--- src/hw/rtl/csvft_pkg.sv ---
// csvft_pkg: shared types and codes for the csv field tokenizer
`timescale 1ns / 1ps

package csvft_pkg;

   localparam logic [2:0] PH_START   = 3'd0;
   localparam logic [2:0] PH_PLAIN   = 3'd1;
   localparam logic [2:0] PH_QUOTED  = 3'd2;
   localparam logic [2:0] PH_CLOSED  = 3'd3;
   localparam logic [2:0] PH_SPACES  = 3'd4;
   localparam logic [2:0] PH_ESCAPE  = 3'd5;
   localparam logic [2:0] PH_COMMENT = 3'd6;
   localparam logic [2:0] PH_SWALLOW = 3'd7;

   localparam logic [2:0] CSR_DELIMITER    = 3'd0;
   localparam logic [2:0] CSR_QUOTE        = 3'd1;
   localparam logic [2:0] CSR_COMMENT      = 3'd2;
   localparam logic [2:0] CSR_ESCAPE       = 3'd3;
   localparam logic [2:0] CSR_SKIP_SPACES  = 3'd4;
   localparam logic [2:0] CSR_SKIP_BLANK   = 3'd5;
   localparam logic [2:0] CSR_SKIP_COMMENT = 3'd6;

   localparam logic [7:0] DELIMITER_RESET = 8'd44;
   localparam logic [7:0] QUOTE_RESET     = 8'd34;
   localparam logic [7:0] COMMENT_RESET   = 8'd35;
   localparam logic [7:0] ESCAPE_RESET    = 8'd92;

   localparam logic [7:0] BYTE_CR    = 8'd13;
   localparam logic [7:0] BYTE_LF    = 8'd10;
   localparam logic [7:0] BYTE_NUL   = 8'd0;
   localparam logic [7:0] BYTE_SPACE = 8'd32;

   typedef struct packed {
      logic       char_valid;
      logic [7:0] char_out;
      logic       field_done;
      logic       row_done;
   } result_type;

endpackage

--- src/hw/rtl/csv_field_tokenizer_top.sv ---
// csv_field_tokenizer_top: byte-wide csv tokenizer with skid-buffered result channel
`timescale 1ns / 1ps

// Takes one byte of CSV text (or an end-of-stream mark) per item and returns exactly one
// result item per input item: an optional field byte with quotes and escapes removed, and
// field-end and row-end flags. The parser state is a single register stage updated at
// acceptance, so one item is accepted every cycle while req_stall is low. Its result is
// registered into the output register or the one skid entry behind it; req_stall rises only
// when both hold results that have not been taken. Configuration registers are written
// through the csr_ port, which is always ready, and must only change while the block is idle.
module csv_field_tokenizer_top (
   input  logic       clock,
   input  logic       reset,
   input  logic       req_valid,
   output logic       req_stall,
   input  logic [7:0] req_text_byte,
   input  logic       req_end_of_stream,
   output logic       rsp_valid,
   input  logic       rsp_stall,
   output logic       rsp_char_valid,
   output logic [7:0] rsp_char_out,
   output logic       rsp_field_done,
   output logic       rsp_row_done,
   input  logic       csr_valid,
   output logic       csr_ready,
   input  logic [2:0] csr_index,
   input  logic [7:0] csr_data
);
   import csvft_pkg::*;

   logic [7:0] delimiter_ff, quote_ff, comment_ff, escape_ff;
   logic       skip_spaces_ff, skip_blank_ff, skip_comment_ff;

   logic [2:0] phase_ff, phase_in;
   logic       row_started_ff, row_started_in;
   logic       has_chars_ff, has_chars_in;

   result_type out_ff, skid_ff, result_in;
   logic       out_valid_ff, skid_valid_ff;

   logic accept, take;
   logic term, delim, quote, space, comment;
   logic emit, close_req;
   logic [2:0] ph;

   assign csr_ready = 1'b1;
   assign req_stall = skid_valid_ff;
   assign accept    = req_valid && !skid_valid_ff;
   assign take      = out_valid_ff && !rsp_stall;

   // configuration registers
   always_ff @(posedge clock) begin
      if (reset) begin
         delimiter_ff    <= DELIMITER_RESET;
         quote_ff        <= QUOTE_RESET;
         comment_ff      <= COMMENT_RESET;
         escape_ff       <= ESCAPE_RESET;
         skip_spaces_ff  <= 1'b0;
         skip_blank_ff   <= 1'b0;
         skip_comment_ff <= 1'b0;
      end else if (csr_valid && csr_ready) begin
         case (csr_index)
            CSR_DELIMITER:    delimiter_ff    <= csr_data;
            CSR_QUOTE:        quote_ff        <= csr_data;
            CSR_COMMENT:      comment_ff      <= csr_data;
            CSR_ESCAPE:       escape_ff       <= csr_data;
            CSR_SKIP_SPACES:  skip_spaces_ff  <= csr_data[0];
            CSR_SKIP_BLANK:   skip_blank_ff   <= csr_data[0];
            CSR_SKIP_COMMENT: skip_comment_ff <= csr_data[0];
            default: ;
         endcase
      end
   end

   // byte classification
   always_comb begin
      term    = (req_text_byte == BYTE_CR) || (req_text_byte == BYTE_LF) ||
                (req_text_byte == BYTE_NUL);
      delim   = (req_text_byte == delimiter_ff);
      quote   = (req_text_byte == quote_ff);
      space   = (req_text_byte == BYTE_SPACE);
      comment = skip_comment_ff && !row_started_ff && (req_text_byte == comment_ff);
   end

   // next state and result
   always_comb begin
      result_in      = '0;
      phase_in       = phase_ff;
      row_started_in = row_started_ff;
      has_chars_in   = has_chars_ff;
      emit           = 1'b0;
      close_req      = 1'b0;
      ph             = phase_ff;

      if (req_end_of_stream) begin
         if (phase_ff != PH_COMMENT && phase_ff != PH_SWALLOW &&
             (row_started_ff || has_chars_ff)) begin
            result_in.field_done = 1'b1;
            result_in.row_done   = 1'b1;
         end
         phase_in       = PH_START;
         row_started_in = 1'b0;
         has_chars_in   = 1'b0;
      end else if (phase_ff == PH_SWALLOW && term) begin
         phase_in = PH_START;
      end else begin
         if (phase_ff == PH_SWALLOW) begin
            ph = PH_START;
         end
         phase_in = ph;
         case (ph)
            PH_START: begin
               if (quote) phase_in = PH_QUOTED;
               else if (skip_spaces_ff && space) phase_in = PH_SPACES;
               else if (delim || term) close_req = 1'b1;
               else if (comment) phase_in = PH_COMMENT;
               else begin
                  emit     = 1'b1;
                  phase_in = PH_PLAIN;
               end
            end
            PH_SPACES: begin
               if (quote) phase_in = PH_QUOTED;
               else if (delim || term) close_req = 1'b1;
               else if (space) phase_in = PH_SPACES;
               else if (comment) phase_in = PH_COMMENT;
               else begin
                  emit     = 1'b1;
                  phase_in = PH_PLAIN;
               end
            end
            PH_QUOTED: begin
               if (quote) phase_in = PH_CLOSED;
               else if (req_text_byte == escape_ff) phase_in = PH_ESCAPE;
               else emit = 1'b1;
            end
            PH_ESCAPE: begin
               emit     = 1'b1;
               phase_in = PH_QUOTED;
            end
            PH_CLOSED: begin
               if (quote) begin
                  emit     = 1'b1;
                  phase_in = PH_QUOTED;
               end else if (delim || term) begin
                  close_req = 1'b1;
               end else begin
                  emit     = 1'b1;
                  phase_in = PH_PLAIN;
               end
            end
            PH_PLAIN: begin
               if (delim || term) close_req = 1'b1;
               else emit = 1'b1;
            end
            PH_COMMENT: begin
               if (term) phase_in = PH_SWALLOW;
            end
            default: phase_in = PH_START;
         endcase

         if (emit) begin
            result_in.char_valid = 1'b1;
            result_in.char_out   = req_text_byte;
            has_chars_in         = 1'b1;
         end

         if (close_req) begin
            if (!term) begin
               result_in.field_done = 1'b1;
               row_started_in       = 1'b1;
               phase_in             = PH_START;
            end else begin
               if (skip_blank_ff && !row_started_ff && !has_chars_ff) begin
                  phase_in = PH_START;
               end else begin
                  result_in.field_done = 1'b1;
                  result_in.row_done   = 1'b1;
                  phase_in             = PH_SWALLOW;
               end
               row_started_in = 1'b0;
            end
            has_chars_in = 1'b0;
         end
      end
   end

   // parser state
   always_ff @(posedge clock) begin
      if (reset) begin
         phase_ff       <= PH_START;
         row_started_ff <= 1'b0;
         has_chars_ff   <= 1'b0;
      end else if (accept) begin
         phase_ff       <= phase_in;
         row_started_ff <= row_started_in;
         has_chars_ff   <= has_chars_in;
      end
   end

   // output register and skid entry
   always_ff @(posedge clock) begin
      if (reset) begin
         out_valid_ff  <= 1'b0;
         skid_valid_ff <= 1'b0;
      end else if (!out_valid_ff || take) begin
         if (skid_valid_ff) begin
            out_valid_ff  <= 1'b1;
            skid_valid_ff <= 1'b0;
         end else begin
            out_valid_ff <= accept;
         end
      end else if (accept) begin
         skid_valid_ff <= 1'b1;
      end
   end

   always_ff @(posedge clock) begin
      if (!out_valid_ff || take) begin
         out_ff <= skid_valid_ff ? skid_ff : result_in;
      end else if (accept) begin
         skid_ff <= result_in;
      end
   end

   assign rsp_valid      = out_valid_ff;
   assign rsp_char_valid = out_ff.char_valid;
   assign rsp_char_out   = out_ff.char_out;
   assign rsp_field_done = out_ff.field_done;
   assign rsp_row_done   = out_ff.row_done;

   a_skid_behind_out: assert property (@(posedge clock) disable iff (reset)
      skid_valid_ff |-> out_valid_ff)
      else $error("skid entry holds a result while output register is empty");

   a_byte_or_close: assert property (@(posedge clock) disable iff (reset)
      (rsp_valid && rsp_char_valid) |-> (!rsp_field_done && !rsp_row_done))
      else $error("item gives a byte and a field end together");

   a_row_implies_field: assert property (@(posedge clock) disable iff (reset)
      (rsp_valid && rsp_row_done) |-> rsp_field_done)
      else $error("row end without field end");

   a_swallow_clean: assert property (@(posedge clock) disable iff (reset)
      (phase_ff == PH_SWALLOW) |-> (!row_started_ff && !has_chars_ff))
      else $error("swallow phase with row or field state pending");

   a_zero_char: assert property (@(posedge clock) disable iff (reset)
      (rsp_valid && !rsp_char_valid) |-> (rsp_char_out == 8'd0))
      else $error("char_out not zero without a byte");

endmodule
--- config.mk ---
export PLATFORM = sky130hd
export DESIGN_NAME = csv_field_tokenizer_top
export DESIGN_NICKNAME = d
export VERILOG_FILES = /design/src/hw/rtl/csvft_pkg.sv /design/src/hw/rtl/csv_field_tokenizer_top.sv
export SDC_FILE = /design/constraint.sdc
export NUM_CORES = 1
export LEC_CHECK = 0
export BUFFER_PORTS_ARGS = -buffer_cell sky130_fd_sc_hd__clkbuf_2
export CAP_MARGIN = 25
export CELL_PAD_IN_SITES_DETAIL_PLACEMENT = 1
export CELL_PAD_IN_SITES_GLOBAL_PLACEMENT = 1
export CORE_MARGIN = 2
export CORE_UTILIZATION = 40
export DETAILED_ROUTE_END_ITERATION = 16
export GPL_TIMING_DRIVEN = 0
export HOLD_SLACK_MARGIN = 0.08
export PLACE_DENSITY = 0.84
export SLEW_MARGIN = 20
export SYNTH_ARGS = -nofsm -noshare
export SYNTH_HDL_FRONTEND = slang
export SYNTH_SLANG_ARGS = --single-unit
--- constraint.sdc ---
create_clock -name clock -period 3.3 [get_ports clock]
set_input_delay 0.33 -clock clock [delete_from_list [all_inputs] [get_ports clock]]
set_output_delay 0.33 -clock clock [all_outputs]
set_load 0.02 [all_outputs]
# --- Word level (Yosys, flattened, before mapping) ---
# Index checks and enable logic that the tools add are counted.
totals:
  word_cells: 142
  out_inout_bits: 14
  latch_bits: 0
  rom_bits: 0
  inputBits: 25
  ram_bits: 0
  ff_bits: 64
  n_memories: 0
classes:
  addsub: 0
  muxes: 61
  n_eq_ne: 23
  shifts: 0
  n_mul: 0
  n_lt_le_gt_ge: 0
  n_bitwise: 1
  reduce_logical: 37
  n_div: 0
ops:
  columns: ["operator", "n"]
  rows:
  - ["$mux W3", 20]
  - ["$eq A8 B8 Y1", 4]
  - ["$mux W1", 30]
  - ["$mux W11", 2]
  - ["$eq A3 B3 Y1 const B", 7]
  - ["$pmux W3 S7", 1]
  - ["$mux W9", 2]
  - ["$eq A8 B4 Y1 const B", 2]
  - ["$reduce_and A2 Y1", 8]
  - ["$eq A3 B2 Y1 const B", 4]
  - ["$logic_and A1 B1 Y1", 10]
  - ["$eq A8 B6 Y1 const B", 1]
  - ["$logic_not A8 Y1", 1]
  - ["$mux W2", 4]
  - ["$eq A3 B1 Y1 const B", 2]
  - ["$logic_not A3 Y1", 2]
  - ["$ne A3 B3 Y1 const B", 2]
  - ["$pmux W1 S6", 1]
  - ["$reduce_and A3 Y1", 2]
  - ["$logic_not A1 Y1", 5]
  - ["$logic_or A1 B1 Y1", 5]
  - ["$reduce_or A2 Y1", 2]
  - ["$pmux W1 S3", 1]
  - ["$reduce_bool A3 Y1", 1]
  - ["other kinds (3)", 3]

# --- Depth between registers and ports, before layout ---
logic_depth:
  word_depth: 15
  ltp_mapped: 9

# --- Worst setup path after synthesis ---
# OpenSTA, ideal clock, no wires.
synth_timing:
  path_kind: "input to register"
  start: "input req_text_byte[4]"
  end: "register row_started_ff"
  stages: 8
  required_ns: 3.226
  arrival_ns: 2.444
  path_slack_ns: 0.781
  setup_ns: 0.074
  n_path_buf: 2
  cell_sequence: "buf_4 > or4_4 > a31o_4 > o21a_4 > or3_1 > buf_2 > or4_1 > a31oi_1"
synth_via:
  elab_chain_cells: 12
  word_cells_on_any_way: 25
  cone_classes: "eq/ne: 6; mux: 11; reduce/logical: 8"
synth_rtl:
  columns: ["item", "line_no", "source"]
  rows:
  - ["start, declared", "csv_field_tokenizer_top.sv:16", "input logic [7:0] req_text_byte,"]
  - ["$eq A8 B4 Y1", "csv_field_tokenizer_top.sv:77", "term = (req_text_byte == BYTE_CR) || (req_text_byte == BYTE_LF) ||"]
  - ["$logic_or A1 B1 Y1 (2 in series)", "csv_field_tokenizer_top.sv:77", null]
  - ["$logic_or A1 B1 Y1", null, null]
  - ["$mux W1", null, null]
  - ["$mux W1", "csv_field_tokenizer_top.sv:114", "else if (skip_spaces_ff && space) phase_in = PH_SPACES;"]
  - ["$mux W1", "csv_field_tokenizer_top.sv:113", "if (quote) phase_in = PH_QUOTED;"]
  - ["$pmux W1 S3", "csv_field_tokenizer_top.sv:111", "case (ph)"]
  - ["$mux W1", "csv_field_tokenizer_top.sv:104", "end else if (phase_ff == PH_SWALLOW && term) begin"]
  - ["$mux W1", "csv_field_tokenizer_top.sv:95", "if (req_end_of_stream) begin"]
  - ["$reduce_bool A2 Y1 (no line)", null, null]
  - ["$reduce_and A3 Y1 (no line)", null, null]
  - ["end signal, assigned", "csv_field_tokenizer_top.sv:196", "row_started_ff <= row_started_in;"]
  - ["end, declared", "csv_field_tokenizer_top.sv:35", "logic row_started_ff, row_started_in;"]
# Several ways; a longest one is shown, not always the timed one. The select of a mux whose other input is x is not followed.
# A chain may end at the register's enable or synchronous reset.

==> results.toml <==
[pwr]
combinationalPowerShare = 0.123
clockPowerShare = 0.417
power.leakage_nw = 1.39
p_int_w = 0.00137
vdd_drop_max_mv = 0.212
swShare = 0.274
seqPwrFrac = 0.459
p_switching_w = 0.000516
power.density_mw_per_mm2 = 481
power_w = 0.00188

[placed_design]
preCtsSetupSlack_ps = 206
place_congestion = 0.911
dp_hpwl_mm = 7.26
port-buffer-count = 27

[worst_setup_path]
r2r_start = "phase_ff[1]"
critPathMaxStageDelay_ps = 700
cp_cell_sequence = "buf_2 -> nor4b_1 -> and3_1 -> o32a_1 -> o31a_1 -> o221a_2 -> buf_2 -> clkbuf_1 -> nor3b_1"
end_kind = "register"
cpLargestDelayFamily = "simple AND/OR/NAND/NOR gates"
critPathMostFrequentCell = "buf_2"
critPathArrivalTime_ps = 2850
crit_buf_inv = 3
cp.required_ps = 3380
worstPathMaxFanout = 10
worstRegToRegCells = 8
r2r_end = "skid_ff[4]"
criticalPathCategory = "in2reg"
crit_slowest_cell = "nor4b_1"
crit_path_start_kind = "input pin"
reg2reg_slack_ps = 560

[grt]
grt_pass1_vias = 3167
grt_usage = 0.240
grt_pass1_wl_mm = 16.4
grt_overflow_total = 0
antenna_found_initial = 0
grt_max_degree = 15

[floorplanning]
die_area_sq_mm = 0.00931
die_h_microns = 96.5
core_area_sq_mm = 0.00826
num_rows = 33
fp.dieW_microns = 96.5
initial_core_util = 0.414
boundaryPins = 39

[worst_hold_path]
min_path_cells = 3
worst_hold_path_type = "in2reg"
worstHoldStart = "req_valid"
hold_end = "req_stall"

[synthesis]
syn_avg_cell_area_sq_um = 8.96
synth_top_cell_by_area = "dfxtp_1"
synth_top_area_share = 0.246
syn-cell-area_sq_mm = 0.00342
synth_cell_type_count = 55
synth_edf_count = 22
synth-compound-area-share = 0.149
synth.yosys.seq_area_share = 0.439
synth-xor-area-share = 0.0819
ys_ff_latch = 64
synth_fa_ha_area_frac = 0
yosysWarnings = 0
async_reset_ff_frac = 0
ys.flop_type = "dfxtp_1"
synth_simple_gate_area_frac = 0.254
synthesis.nets = 407
synthMuxAreaShare = 0.0300
synth_top_family_by_area = "simple AND/OR/NAND/NOR gates"
synth_cells = 382
netlist_top_cells_area = "dfxtp_1 25%, edfxtp_1 19%, xnor2_1 8.2%, nand2_1 7.6%, nand3b_1 3.9%"

[detailed_routing]
wirelength_mm = 10.3
drcViolationCount = 0
dr.first_iter.drc_count = 127
vias = 3031
drtPass1Iterations = 4
ant_nets = 0
viasPerCell = 5.72
routedWlPerCell_microns = 19.4

[flow_run]
maxCapViolCount = 0

[cts]
cts_root_buffer = "clkbuf_8"
cts_made_buffers = 9
htree_levels = 3
cts_resized = 0
clkTransAtPathRegs_ps = 80
postCtsHoldBufs = 0
cts_setup_buffers = 0
clock_path_buffers = 2
cts_tree = "done"
cts.sinks = 64
clk_latency_ps = 360

[sta]
whs_ps = 274
final-hold-violation-count = 0
clock.fmax_mhz = 361
drv_slew = 0
setup_tns_ps = 0
grt_setup_unrepaired = "false"
tightest_slew_ps = 962
setup_violations = 0
fin_skew_ps = 14.8
setup_slack_ps = 529
min_period_ps = 2770
slew_headroom = 0.356
period_share = 0.840

[final_layout]
final_layout_size_suffix_gt1_frac = 0.155
antennaDiodeCount = 0
layout_commonest_cell = "nand2_1"
area_delta_synth_final_pct = 14.5
utilization = 0.474
nNetsFinal = 445
most-common-layout-cells = "69 x nand2_1, 42 x dfxtp_1, 32 x xnor2_1"

[run_status]
status = "completed"
==> cell type report <==
cell class | count | area [sq um]
Tap cell | 105 | 131
Inverter | 5 | 18.8
Multi-Input combinational cell | 284 | 1770
Clock inverter | 7 | 105
Buffer | 29 | 136
Clock buffer | 9 | 124
Sequential cell | 64 | 1500
Timing Repair Buffer | 27 | 135
Fill cell | 1019 | 4340
==> per-layer routing <==
layer  share of wire  track usage  vias up  wire length (microns)
li1                -            -     1438                      -
met1            0.42        0.289     1476                   4310
met2            0.50        0.418       96                   5130
met3           0.054       0.0504       21                    559
met4           0.027       0.0951        0                    277
met5               0            0        -                      0
==> synth_stat cells (8+ instances only) <==
cell type / count
nor2_1: 19
dfxtp_1: 42
nand3_1: 11
a21oi_1: 23
o21ai_0: 11
nand2_1: 69
edfxtp_1: 22
nand4_1: 8
nand3b_1: 18
clkbuf_1: 18
xnor2_1: 32
mux2i_1: 8
==> per-stage QoR <==
step / instances / area, sq um
finish: 530 / 3920
global route: 530 / 3920
CTS: 530 / 3920
detailed placement: 514 / 3690
global placement: 514 / 3690
floorplan: 382 / 3420
==> state kept, by name, indices dropped and copies added (netlist names), 3 cells and up <==
name / flops
skid_ff: 11
comment_ff: 8
delimiter_ff: 8
escape_ff: 8
quote_ff: 8
rsp_char_out: 8
phase_ff: 3
==> cells by family (layout without fill, tap and decap cells) <==
| family | after synthesis | count (layout) |
|---|---|---|
| XOR/XNOR | 32 | 32 |
| buffers and inverters | 34 | 77 |
| AND/OR/NAND/NOR | 168 | 168 |
| multiplexers | 10 | 10 |
| other | 1 | 1 |
| AO/OA/AOI/OAI | 73 | 73 |
| flip-flops | 64 | 64 |
==> worst max-delay path by stage <==
| stage | from | end | slack (ps) | cells after the start |
|---|---|---|---|---|
| floorplan | req_text_byte[4] | row_started_ff | 780 | 8 |
| global placement | req_text_byte[5] | skid_ff[9] | 250 | 9 |
| detailed placement | req_text_byte[5] | skid_ff[4] | 210 | 9 |
| CTS | req_text_byte[5] | skid_ff[4] | 550 | 9 |
| global route | req_text_byte[5] | skid_ff[5] | 350 | 9 |
| finish | req_text_byte[5] | skid_ff[4] | 530 | 9 |
==> power by group through the flow <==
stage	logic [W]	clock network [W]	registers (W)
after global routing	0.000254	0.000830	0.000869
after floorplan	0.000135	0	0.000899
after CTS	0.000233	0.000796	0.000866
final	0.000233	0.000786	0.000865
after global placement	0.000222	0	0.000881
after detailed placement	0.000230	0	0.000884
==> worst min-delay path: cells and delay by family <==
| kind | cells | cell delay, ps |
|---|---|---|
| buffers and inverters | 1 | 100 |
| AND/OR/NAND/NOR | 2 | 160 |
Power figures use the tool's default switching activity.
